<file path="src/rtl/tod_pkg.sv">
`timescale 1ns / 1ps

package tod_pkg;

  typedef enum logic [1:0] {
    CMD_TICK = 2'd0,
    CMD_SET  = 2'd1,
    CMD_STOP = 2'd2
  } cmd_t;

  localparam logic [7:0] ASCII_ZERO  = 8'h30;
  localparam logic [7:0] ASCII_NINE  = 8'h39;
  localparam logic [7:0] ASCII_COLON = 8'h3A;

  // upper two bits of an ASCII digit when squeezed into six bits
  localparam logic [1:0] DIGIT_HIGH = 2'b11;

  // time of day held as BCD digits
  typedef struct packed {
    logic [3:0] hour_tens;
    logic [3:0] hour_ones;
    logic [3:0] minute_tens;
    logic [3:0] minute_ones;
    logic [3:0] second_tens;
    logic [3:0] second_ones;
  } tod_time_t;

  typedef struct packed {
    logic      ok;
    tod_time_t value;
  } tod_set_t;

  typedef struct packed {
    logic      emit;
    logic      running;
    tod_time_t value;
  } tod_result_t;

endpackage

</file>
<file path="src/rtl/time_of_day_clock_ascii.sv">
`timescale 1ns / 1ps

// Seconds-of-day wall clock with tick, set and stop commands.
// Slave channel: s_tuser carries the command (0 tick, 1 set, 2 stop, 3 ignored);
// s_tdata carries the eight characters of "HH:MM:SS", used by set only.
// Master channel: one item per tick. m_tuser is the running flag, m_tdata holds
// six ASCII digits of the time after the tick, each kept as its low six bits,
// all zero when stopped. An accepted item waits in the input register and is
// processed out of it into the time state and, for a tick, the result register
// that drives m_tvalid. Throughput: one item per cycle unless a tick stalls on
// m_tready; a single input register feeds the update logic and result register.
// Set and stop produce no item and never wait on the master side.
// Stall: when the result register holds an untaken item and a tick waits in
// the input register, hold the tick and drop s_tready until m_tready frees it.
// Reset: time 00:00:00, clock stopped, both channels empty.
// The time is kept as BCD digits, so a tick is a carry chain over six digits
// and no division is needed to show it.
module time_of_day_clock_ascii (
  input  logic        clk,
  input  logic        rst,
  input  logic        s_tvalid,
  output logic        s_tready,
  input  logic [1:0]  s_tuser,   // cmd
  input  logic [63:0] s_tdata,   // hour_tens_char, hour_ones_char, first_sep_char,
                                 // minute_tens_char, minute_ones_char, second_sep_char,
                                 // second_tens_char, second_ones_char
  output logic        m_tvalid,
  input  logic        m_tready,
  output logic [0:0]  m_tuser,   // running
  output logic [39:0] m_tdata    // out_hour_tens, out_hour_ones, out_minute_tens,
                                 // out_minute_ones, out_second_tens, out_second_ones,
                                 // 4 zero bits
);
  import tod_pkg::*;

  // input register
  logic        in_valid;
  cmd_t        in_cmd;
  logic [63:0] in_chars;

  tod_set_t    set;
  tod_result_t result;
  logic        out_free;
  logic        advance;

  assign out_free = !m_tvalid || m_tready;
  // only a tick needs room in the result register
  assign advance  = in_valid && ((in_cmd != CMD_TICK) || out_free);
  assign s_tready = !in_valid || advance;

  always_ff @(posedge clk) begin
    if (rst) begin
      in_valid <= 1'b0;
    end else if (s_tready) begin
      in_valid <= s_tvalid;
    end
  end

  always_ff @(posedge clk) begin
    if (s_tready && s_tvalid) begin
      in_cmd   <= cmd_t'(s_tuser);
      in_chars <= s_tdata;
    end
  end

  tod_parse u_parse (
    .chars (in_chars),
    .set   (set)
  );

  tod_core u_core (
    .clk    (clk),
    .rst    (rst),
    .go     (advance),
    .cmd    (in_cmd),
    .set    (set),
    .result (result)
  );

  // result register
  always_ff @(posedge clk) begin
    if (rst) begin
      m_tvalid <= 1'b0;
    end else if (advance && result.emit) begin
      m_tvalid <= 1'b1;
    end else if (m_tready) begin
      m_tvalid <= 1'b0;
    end
  end

  always_ff @(posedge clk) begin
    if (advance && result.emit) begin
      m_tuser <= result.running;
      if (result.running) begin
        m_tdata <= {4'b0000,
                    DIGIT_HIGH, result.value.second_ones,
                    DIGIT_HIGH, result.value.second_tens,
                    DIGIT_HIGH, result.value.minute_ones,
                    DIGIT_HIGH, result.value.minute_tens,
                    DIGIT_HIGH, result.value.hour_ones,
                    DIGIT_HIGH, result.value.hour_tens};
      end else begin
        m_tdata <= '0;
      end
    end
  end

endmodule

</file>
<file path="src/rtl/tod_parse.sv">
`timescale 1ns / 1ps

module tod_parse (
  input  logic [63:0]       chars,
  output tod_pkg::tod_set_t set
);
  import tod_pkg::*;

  logic [7:0] ch [8];
  logic [7:0] digit_ok;
  logic       hours_ok;
  logic       minutes_ok;
  logic       seconds_ok;

  always_comb begin
    for (int i = 0; i < 8; i++) begin
      ch[i]       = chars[i*8 +: 8];
      digit_ok[i] = (ch[i] >= ASCII_ZERO) && (ch[i] <= ASCII_NINE);
    end
  end

  assign set.value.hour_tens   = ch[0][3:0];
  assign set.value.hour_ones   = ch[1][3:0];
  assign set.value.minute_tens = ch[3][3:0];
  assign set.value.minute_ones = ch[4][3:0];
  assign set.value.second_tens = ch[6][3:0];
  assign set.value.second_ones = ch[7][3:0];

  // hours below 24, minutes and seconds below 60
  assign hours_ok   = (ch[0][3:0] < 4'd2) || ((ch[0][3:0] == 4'd2) && (ch[1][3:0] < 4'd4));
  assign minutes_ok = ch[3][3:0] < 4'd6;
  assign seconds_ok = ch[6][3:0] < 4'd6;

  assign set.ok = digit_ok[0] && digit_ok[1] && digit_ok[3] && digit_ok[4]
                  && digit_ok[6] && digit_ok[7]
                  && (ch[2] == ASCII_COLON) && (ch[5] == ASCII_COLON)
                  && hours_ok && minutes_ok && seconds_ok;

endmodule

</file>
<file path="src/rtl/tod_core.sv">
`timescale 1ns / 1ps

module tod_core (
  input  logic                 clk,
  input  logic                 rst,
  input  logic                 go,
  input  tod_pkg::cmd_t        cmd,
  input  tod_pkg::tod_set_t    set,
  output tod_pkg::tod_result_t result
);
  import tod_pkg::*;

  tod_time_t now;
  tod_time_t now_next;
  tod_time_t now_inc;
  logic      clock_running;
  logic      clock_running_next;

  // one-second BCD increment, wrapping 23:59:59 to 00:00:00
  always_comb begin
    logic sec_wrap;
    logic sec_tens_wrap;
    logic min_wrap;
    logic min_tens_wrap;
    sec_wrap      = now.second_ones == 4'd9;
    sec_tens_wrap = sec_wrap && (now.second_tens == 4'd5);
    min_wrap      = sec_tens_wrap && (now.minute_ones == 4'd9);
    min_tens_wrap = min_wrap && (now.minute_tens == 4'd5);
    now_inc = now;
    now_inc.second_ones = sec_wrap ? 4'd0 : now.second_ones + 4'd1;
    if (sec_wrap) begin
      now_inc.second_tens = sec_tens_wrap ? 4'd0 : now.second_tens + 4'd1;
    end
    if (sec_tens_wrap) begin
      now_inc.minute_ones = min_wrap ? 4'd0 : now.minute_ones + 4'd1;
    end
    if (min_wrap) begin
      now_inc.minute_tens = min_tens_wrap ? 4'd0 : now.minute_tens + 4'd1;
    end
    if (min_tens_wrap) begin
      if (now.hour_tens == 4'd2 && now.hour_ones == 4'd3) begin
        now_inc.hour_tens = 4'd0;
        now_inc.hour_ones = 4'd0;
      end else if (now.hour_ones == 4'd9) begin
        now_inc.hour_ones = 4'd0;
        now_inc.hour_tens = now.hour_tens + 4'd1;
      end else begin
        now_inc.hour_ones = now.hour_ones + 4'd1;
      end
    end
  end

  always_comb begin
    now_next           = now;
    clock_running_next = clock_running;
    result.emit        = 1'b0;
    result.running     = clock_running;
    result.value       = clock_running ? now_inc : '0;
    case (cmd)
      CMD_TICK: begin
        result.emit = 1'b1;
        if (clock_running) begin
          now_next = now_inc;
        end
      end
      CMD_SET: begin
        clock_running_next = set.ok;
        if (set.ok) begin
          now_next = set.value;
        end
      end
      CMD_STOP: begin
        clock_running_next = 1'b0;
      end
      default: begin
      end
    endcase
  end

  always_ff @(posedge clk) begin
    if (rst) begin
      now           <= '0;
      clock_running <= 1'b0;
    end else if (go) begin
      now           <= now_next;
      clock_running <= clock_running_next;
    end
  end

endmodule
</file>
<file path="config.mk">
export PLATFORM = sky130hd
export DESIGN_NAME = time_of_day_clock_ascii
export DESIGN_NICKNAME = d
export VERILOG_FILES = /design/src/rtl/tod_pkg.sv /design/src/rtl/time_of_day_clock_ascii.sv /design/src/rtl/tod_parse.sv /design/src/rtl/tod_core.sv
export SDC_FILE = /design/constraint.sdc
export NUM_CORES = 1
export LEC_CHECK = 0
export ABC_AREA = 1
export BUFFER_PORTS_ARGS = -buffer_cell sky130_fd_sc_hd__buf_2
export CORE_MARGIN = 1
export CORE_UTILIZATION = 50
export DETAILED_ROUTE_END_ITERATION = 16
export PLACE_DENSITY = 0.77
export SLEW_MARGIN = 20
export SYNTH_ARGS = -nofsm -noshare
export SYNTH_HDL_FRONTEND = slang
export SYNTH_SLANG_ARGS = --single-unit
</file>
<file path="constraint.sdc">
create_clock -name clk -period 2.3 [get_ports clk]
set_input_delay 0.115 -clock clk [delete_from_list [all_inputs] [get_ports clk]]
set_output_delay 0.115 -clock clk [all_outputs]
set_load 0.005 [all_outputs]
</file>
; ---- Word level (Yosys, flattened, before mapping)
; Cells that the tools add are included.
[classes]
n_addsub = 6
n_lt_le_gt_ge = 16
eq_ne = 14
n_mux = 19
reduce_logical = 37
[ops]
columns = op, count
row1 = ">= comparator 8 x 6 -> 1 bit, second input constant", 6
row2 = "less-or-equal comparator 8 x 6 -> 1 bit, second input constant", 6
row3 = 2-to-1 mux 24 bit, 2
row4 = case mux 24 bit (2 select lines), 1
row5 = 2-to-1 mux 36 bit, 1
row6 = 2-to-1 mux 4 bit, 9
row7 = "adder 4 x 1 -> 4 bit, second input constant", 6
row8 = logical AND 1 bit, 24
row9 = "equality test 8 x 6 -> 1 bit, second input constant", 2
row10 = 2-to-1 mux 8 bit, 2
row11 = "equality test 4 x 2 -> 1 bit, second input constant", 3
row12 = "equality test 4 bit, second input constant", 3
row13 = "less-than comparator 4 x 3 -> 1 bit, second input constant", 3
row14 = "equality test 4 x 3 -> 1 bit, second input constant", 2
row15 = nonzero test 2 bit, 4
row16 = logical OR 1 bit, 4
row17 = "less-than comparator 4 x 2 -> 1 bit, second input constant", 1
row18 = "inequality test 2 x 1 -> 1 bit, second input constant", 2
row19 = AND reduction 4 bit, 1
row20 = 2-to-1 mux 1 bit, 3
row21 = "equality test 2 x 1 -> 1 bit, second input constant", 1
row22 = "equality test 2 bit, second input constant", 1
row23 = zero test 1 bit, 2
row24 = zero test 2 bit, 1
row25 = other kinds (2), 2
[totals]
reg_bits = 134
in_bits = 70
out_inout_bits = 43

; ---- Depth between registers and ports, before layout
[depth]
ltp_word = 14
mapped_depth = 13
depth_no_buf = 13

; ---- Modules after synthesis
; Synthesis repeated with hierarchy kept, for this count alone.
[unflattened]
hier_cells = 616
hier_area_um2 = 5760.5
[modules_own_cells]
columns = mod, n_inst, cells_each, area_each_um2, seq_area_each_um2
row1 = time_of_day_clock_ascii, 1, 177, 3181.8, 2772.7
row2 = tod_core, 1, 338, 2090.8, 500.5
row3 = tod_parse, 1, 101, 488.0, 0.0

; ---- Worst setup path before layout
; Ideal clock, no wire load.
[synth_timing]
path_type = reg2reg
from = reg in_cmd[0]
to = reg in_chars[0], enable pin
setup_ns = 0.420
t_arrival_ns = 2.149
required_ns = 1.880
slack_ns = -0.269
stages_incl_launch_ff = 6
n_path_buf = 0
cell_sequence = edfxtp_1 -> inv_1 -> ha_1 -> nand4_1 -> nand2_1 -> inv_1
[synth_via]
elab_chain_cells = 5
[synth_lines]
columns = item, line
row1 = start: declaration, time_of_day_clock_ascii.sv:38  ; cmd_t in_cmd;
row2 = start signal: assignment, time_of_day_clock_ascii.sv:61  ; in_cmd <= cmd_t'(s_tuser);
row3 = nonzero test 2 bit, time_of_day_clock_ascii.sv:48  ; assign advance = in_valid && ((in_cmd != CMD_TICK) || out_free);
row4 = logical OR 1 bit, time_of_day_clock_ascii.sv:48
row5 = logical AND 1 bit, time_of_day_clock_ascii.sv:48
row6 = logical OR 1 bit, time_of_day_clock_ascii.sv:49  ; assign s_tready = !in_valid || advance;
row7 = net s_tready, time_of_day_clock_ascii.sv:22  ; output logic s_tready,
row8 = logical AND 1 bit, time_of_day_clock_ascii.sv:60  ; if (s_tready && s_tvalid) begin
row9 = end signal: assignment, time_of_day_clock_ascii.sv:62  ; in_chars <= s_tdata;
row10 = end: declaration, time_of_day_clock_ascii.sv:39  ; logic [63:0] in_chars;
; The timed path passes the listed nets, and every way through them passes these cells.
; A chain may end at the register's enable or synchronous reset.

; ---- Worst setup path after layout
[layout_timing]
from = reg in_chars[51]
to = reg u_core.now[22] (netlist name)
[layout_via]
elab_chain_cells = 11
elab_cells_between_ends = 13
[layout_lines]
columns = item, line
row1 = >= comparator 8 x 6 -> 1 bit / less-or-equal comparator 8 x 6 -> 1 bit (equally long branches), tod_parse.sv:18  ; digit_ok[i] = (ch[i] >= ASCII_ZERO) && (ch[i] <= ASCII_NINE);
row2 = logical AND 1 bit, tod_parse.sv:18
row3 = logical AND 1 bit (2 in series), tod_parse.sv:35  ; && digit_ok[6] && digit_ok[7]
row4 = logical AND 1 bit (2 in series), tod_parse.sv:36  ; && (ch[2] == ASCII_COLON) && (ch[5] == ASCII_COLON)
row5 = logical AND 1 bit (2 in series), tod_parse.sv:37  ; && hours_ok && minutes_ok && seconds_ok;
row6 = logical AND 1 bit *, tod_parse.sv:37
row7 = inequality test 2 x 1 -> 1 bit (no source line) *, -
row8 = AND reduction 4 bit (no source line) *, -
row9 = end signal: assignment, tod_core.sv:85  ; now <= now_next;
row10 = end: declaration, tod_core.sv:13  ; tod_time_t now;
; Every way passes the cells marked *; elsewhere a longest branch is shown, timed or not.

==> flow_metrics.tcl <==
set metrics [dict create \
    worst_ep_arrival_time_ns 2.50 \
    final_max_slew_viol_count 0 \
    final_cell_mix "nand2_1 (151), buf_2 (108), nor2_1 (94)" \
    gp_congestion 0.899 \
    grt_max_degree 67 \
    die_height_um 107 \
    worst_slack_ns 0.241 \
    synth_mux_area_share_pct 0 \
    drt_iter0_markers 247 \
    cp_data_required_time_ns 2.75 \
    routed_wirelength_um 12700 \
    dp_slack_ns 0.341 \
    finalSetupTns_ns 0 \
    crit_path_start_kind "flop" \
    synthAdderAreaFrac_pct 2.97 \
    cts_tree "done" \
    clock_path_buffers 2 \
    drtPass1Iterations 5 \
    fmax_mhz 486 \
    hold_start "s_tdata[16]" \
    grtUsageTotal_pct 23.7 \
    via_per_inst 4.94 \
    antennaDiodeCount 0 \
    r2r-end "u_core.now[22]$_SDFFE_PP0P_" \
    worst_slew_pin_slew_ns 0.811 \
    worstReg2RegStart "in_chars[51]$_DFFE_PP_" \
    async_flop_share_pct 0 \
    row_count 37 \
    yosysSeqAreaShare_pct 59.8 \
    htreeDepth 4 \
    synth_area_um2 5480 \
    synth-simple-area-share_pct 23.0 \
    synth-edff-count 91 \
    grt_pass1_vias 4519 \
    die_area_um2 11400 \
    drc 0 \
    path_class "flop to flop" \
    root_buffer "clkbuf_8" \
    hold_buffers 70 \
    fin_skew_ns 0.00791 \
    dp_hpwl_um 7360 \
    post-place-cells 810 \
    synth-seq-cells 118 \
    fin_crit_ns 2.06 \
    post_drt_wl_per_cell_um 14.0 \
    grt.overflow.total 0 \
    clkTransAtPathRegs_ns 0.06 \
    finalHoldViolations 0 \
    synth_cell_types 30 \
    antenna_found_initial 0 \
    cts_setup_buffers 0 \
    fin_nets 846 \
    finalCritPeriodShare_pct 89.5 \
    hp-class "input pin to flop" \
    io_buffers 108 \
    ys.flop_type "edfxtp_1" \
    endpoint_kind "flop" \
    ir_drop_mv 0.487 \
    cts-resized-gates 0 \
    maxCapViolations 0 \
    rsz0062_at_grt "false" \
    synth.avg_cell_area_um2 9.34 \
    status "complete, no violations" \
    yosysWarningCount 0 \
    placed_area_um2 6080 \
    leakagePower_nw 3.32 \
    synth_top_family_by_area "simple AND/OR/NAND/NOR gates" \
    syn_inst 586 \
    regToRegSetupSlack_ns 0.24 \
    drive_above_1_share_pct 21.8 \
    min_to "in_chars[16]$_DFFE_PP_" \
    setup_viol 0 \
    vias 4501 \
    cts_sinks 118 \
    min_path_cells 2 \
    synth_compound_area_share_pct 5.05 \
    ioPinCount 113 \
    syn_to_final_growth_pct 34.9 \
    final_common_cell "nand2_1" \
    critPathMaxFanout 34 \
    reg2reg_depth 11 \
    initial_core_util_pct 52.3 \
    final_area_um2 7380 \
    synthXorXnorAreaFrac_pct 1.44 \
    fillers 780 \
    clock_latency_ns 0.51 \
    final_antenna_net_count 0 \
    max-slew-margin-rel_pct 45.9 \
    core-area_um2 10500 \
    p_per_area_nw_per_um2 749 \
    numCtsBuffers 17 \
    final_cells 912 \
    hold_ws_ns 0.305 \
    dieWidth_um 107 \
    grt_pass1_wl_um 20700 \
]
## registers in the layout, summed over array words and instances, names as in the netlist
name and flops:
in_chars 64, m_tdata 25, u_core.now 24, in_cmd 2, in_valid 1, m_tvalid 1
u_core.clock_running 1
## area by class of cell
type / count / area, um^2 / share of cell area, %
tap: 136 / 170 / 2.30
sequential: 118 / 3270 / 44.3
clock buffer: 17 / 414 / 5.61
timing repair buffer: 185 / 1290 / 17.5
multi-input combinational: 378 / 1800 / 24.3
clock inverter: 15 / 191 / 2.59
inverter: 63 / 245 / 3.32
## critical path: stages, from the launching register on
cell,delay (ns)
edfxtp_1,0.45
inv_1,0.11
nand2_1,0.06
nor2_1,0.08
nand3_1,0.11
nor2_1,0.16
nand3_1,0.14
nand2_1,0.13
nand2_2,0.37
nand2_1,0.17
nand2_1,0.07
nor2_1,0.12
## report_power, final
part / internal, W / leakage (nW) / switching [W]
Sequential: 0.00239 / 1.12 / 0.0000554
Combinational: 0.000196 / 1.92 / 0.000201
Clock: 0.00167 / 0.287 / 0.00101
## cells by family after synthesis
family	count (synthesis)
adder cells (fa/ha/maj)	13
AND/OR/NAND/NOR	299
other	1
buffers and inverters	93
XOR/XNOR	9
AO/OA/AOI/OAI	53
flip-flops	118
## cells in the mapped netlist (all sizes together), types with 2 or more instances
master	n	area (um^2)
buf	23	154
nand4	5	31.3
ha	13	163
inv	62	233
o21ai	21	105
clkbuf	7	26.3
edfxtp	91	2730
nand3	32	190
dfxtp	27	541
xnor2	2	17.5
nand2	159	614
o21a	2	15.0
a31oi	2	12.5
xor2	7	61.3
nor2	96	384
nor3	5	25.0
a21oi	28	144
## metal layers
layer	vias up	global-route usage (%)	wire length, um
li1	2239	-	-
met1	2046	28.2	5110
met2	191	42.0	6530
met3	25	4.80	846
met4	0	9.49	235
met5	-	0	0
## stage by stage
| step | total power, W | utilization (%) |
|---|---|---|
| 2_1_floorplan | 0.00266 | - |
| 3_3_place_gp | 0.00276 | 58.1 |
| 3_5_place_dp | 0.00277 | 58.1 |
| 4_1_cts | 0.00554 | 70.6 |
| 5_1_grt | 0.00570 | 70.6 |
| 6_report | 0.00553 | 70.6 |
## worst max path at each step
| stage | depth (start not counted) | start | slack [ns] | to |
|---|---|---|---|---|
| floorplan | 5 | in_cmd[0]$_DFFE_PP_ | 0.01 | in_chars[0]$_DFFE_PP_ |
| CTS | 11 | in_chars[51]$_DFFE_PP_ | 0.24 | u_core.now[22]$_SDFFE_PP0P_ |
| finish | 11 | in_chars[51]$_DFFE_PP_ | 0.24 | u_core.now[22]$_SDFFE_PP0P_ |
| detailed placement | 11 | in_chars[54]$_DFFE_PP_ | 0.34 | u_core.now[22]$_SDFFE_PP0P_ |
| global route | 11 | in_chars[14]$_DFFE_PP_ | 0.006 | u_core.now[3]$_SDFFE_PP0P_ |
| global placement | 10 | in_chars[54]$_DFFE_PP_ | 0.41 | u_core.now[11]$_SDFFE_PP0P_ |
Note: power is estimated with default switching activity, not from simulation.
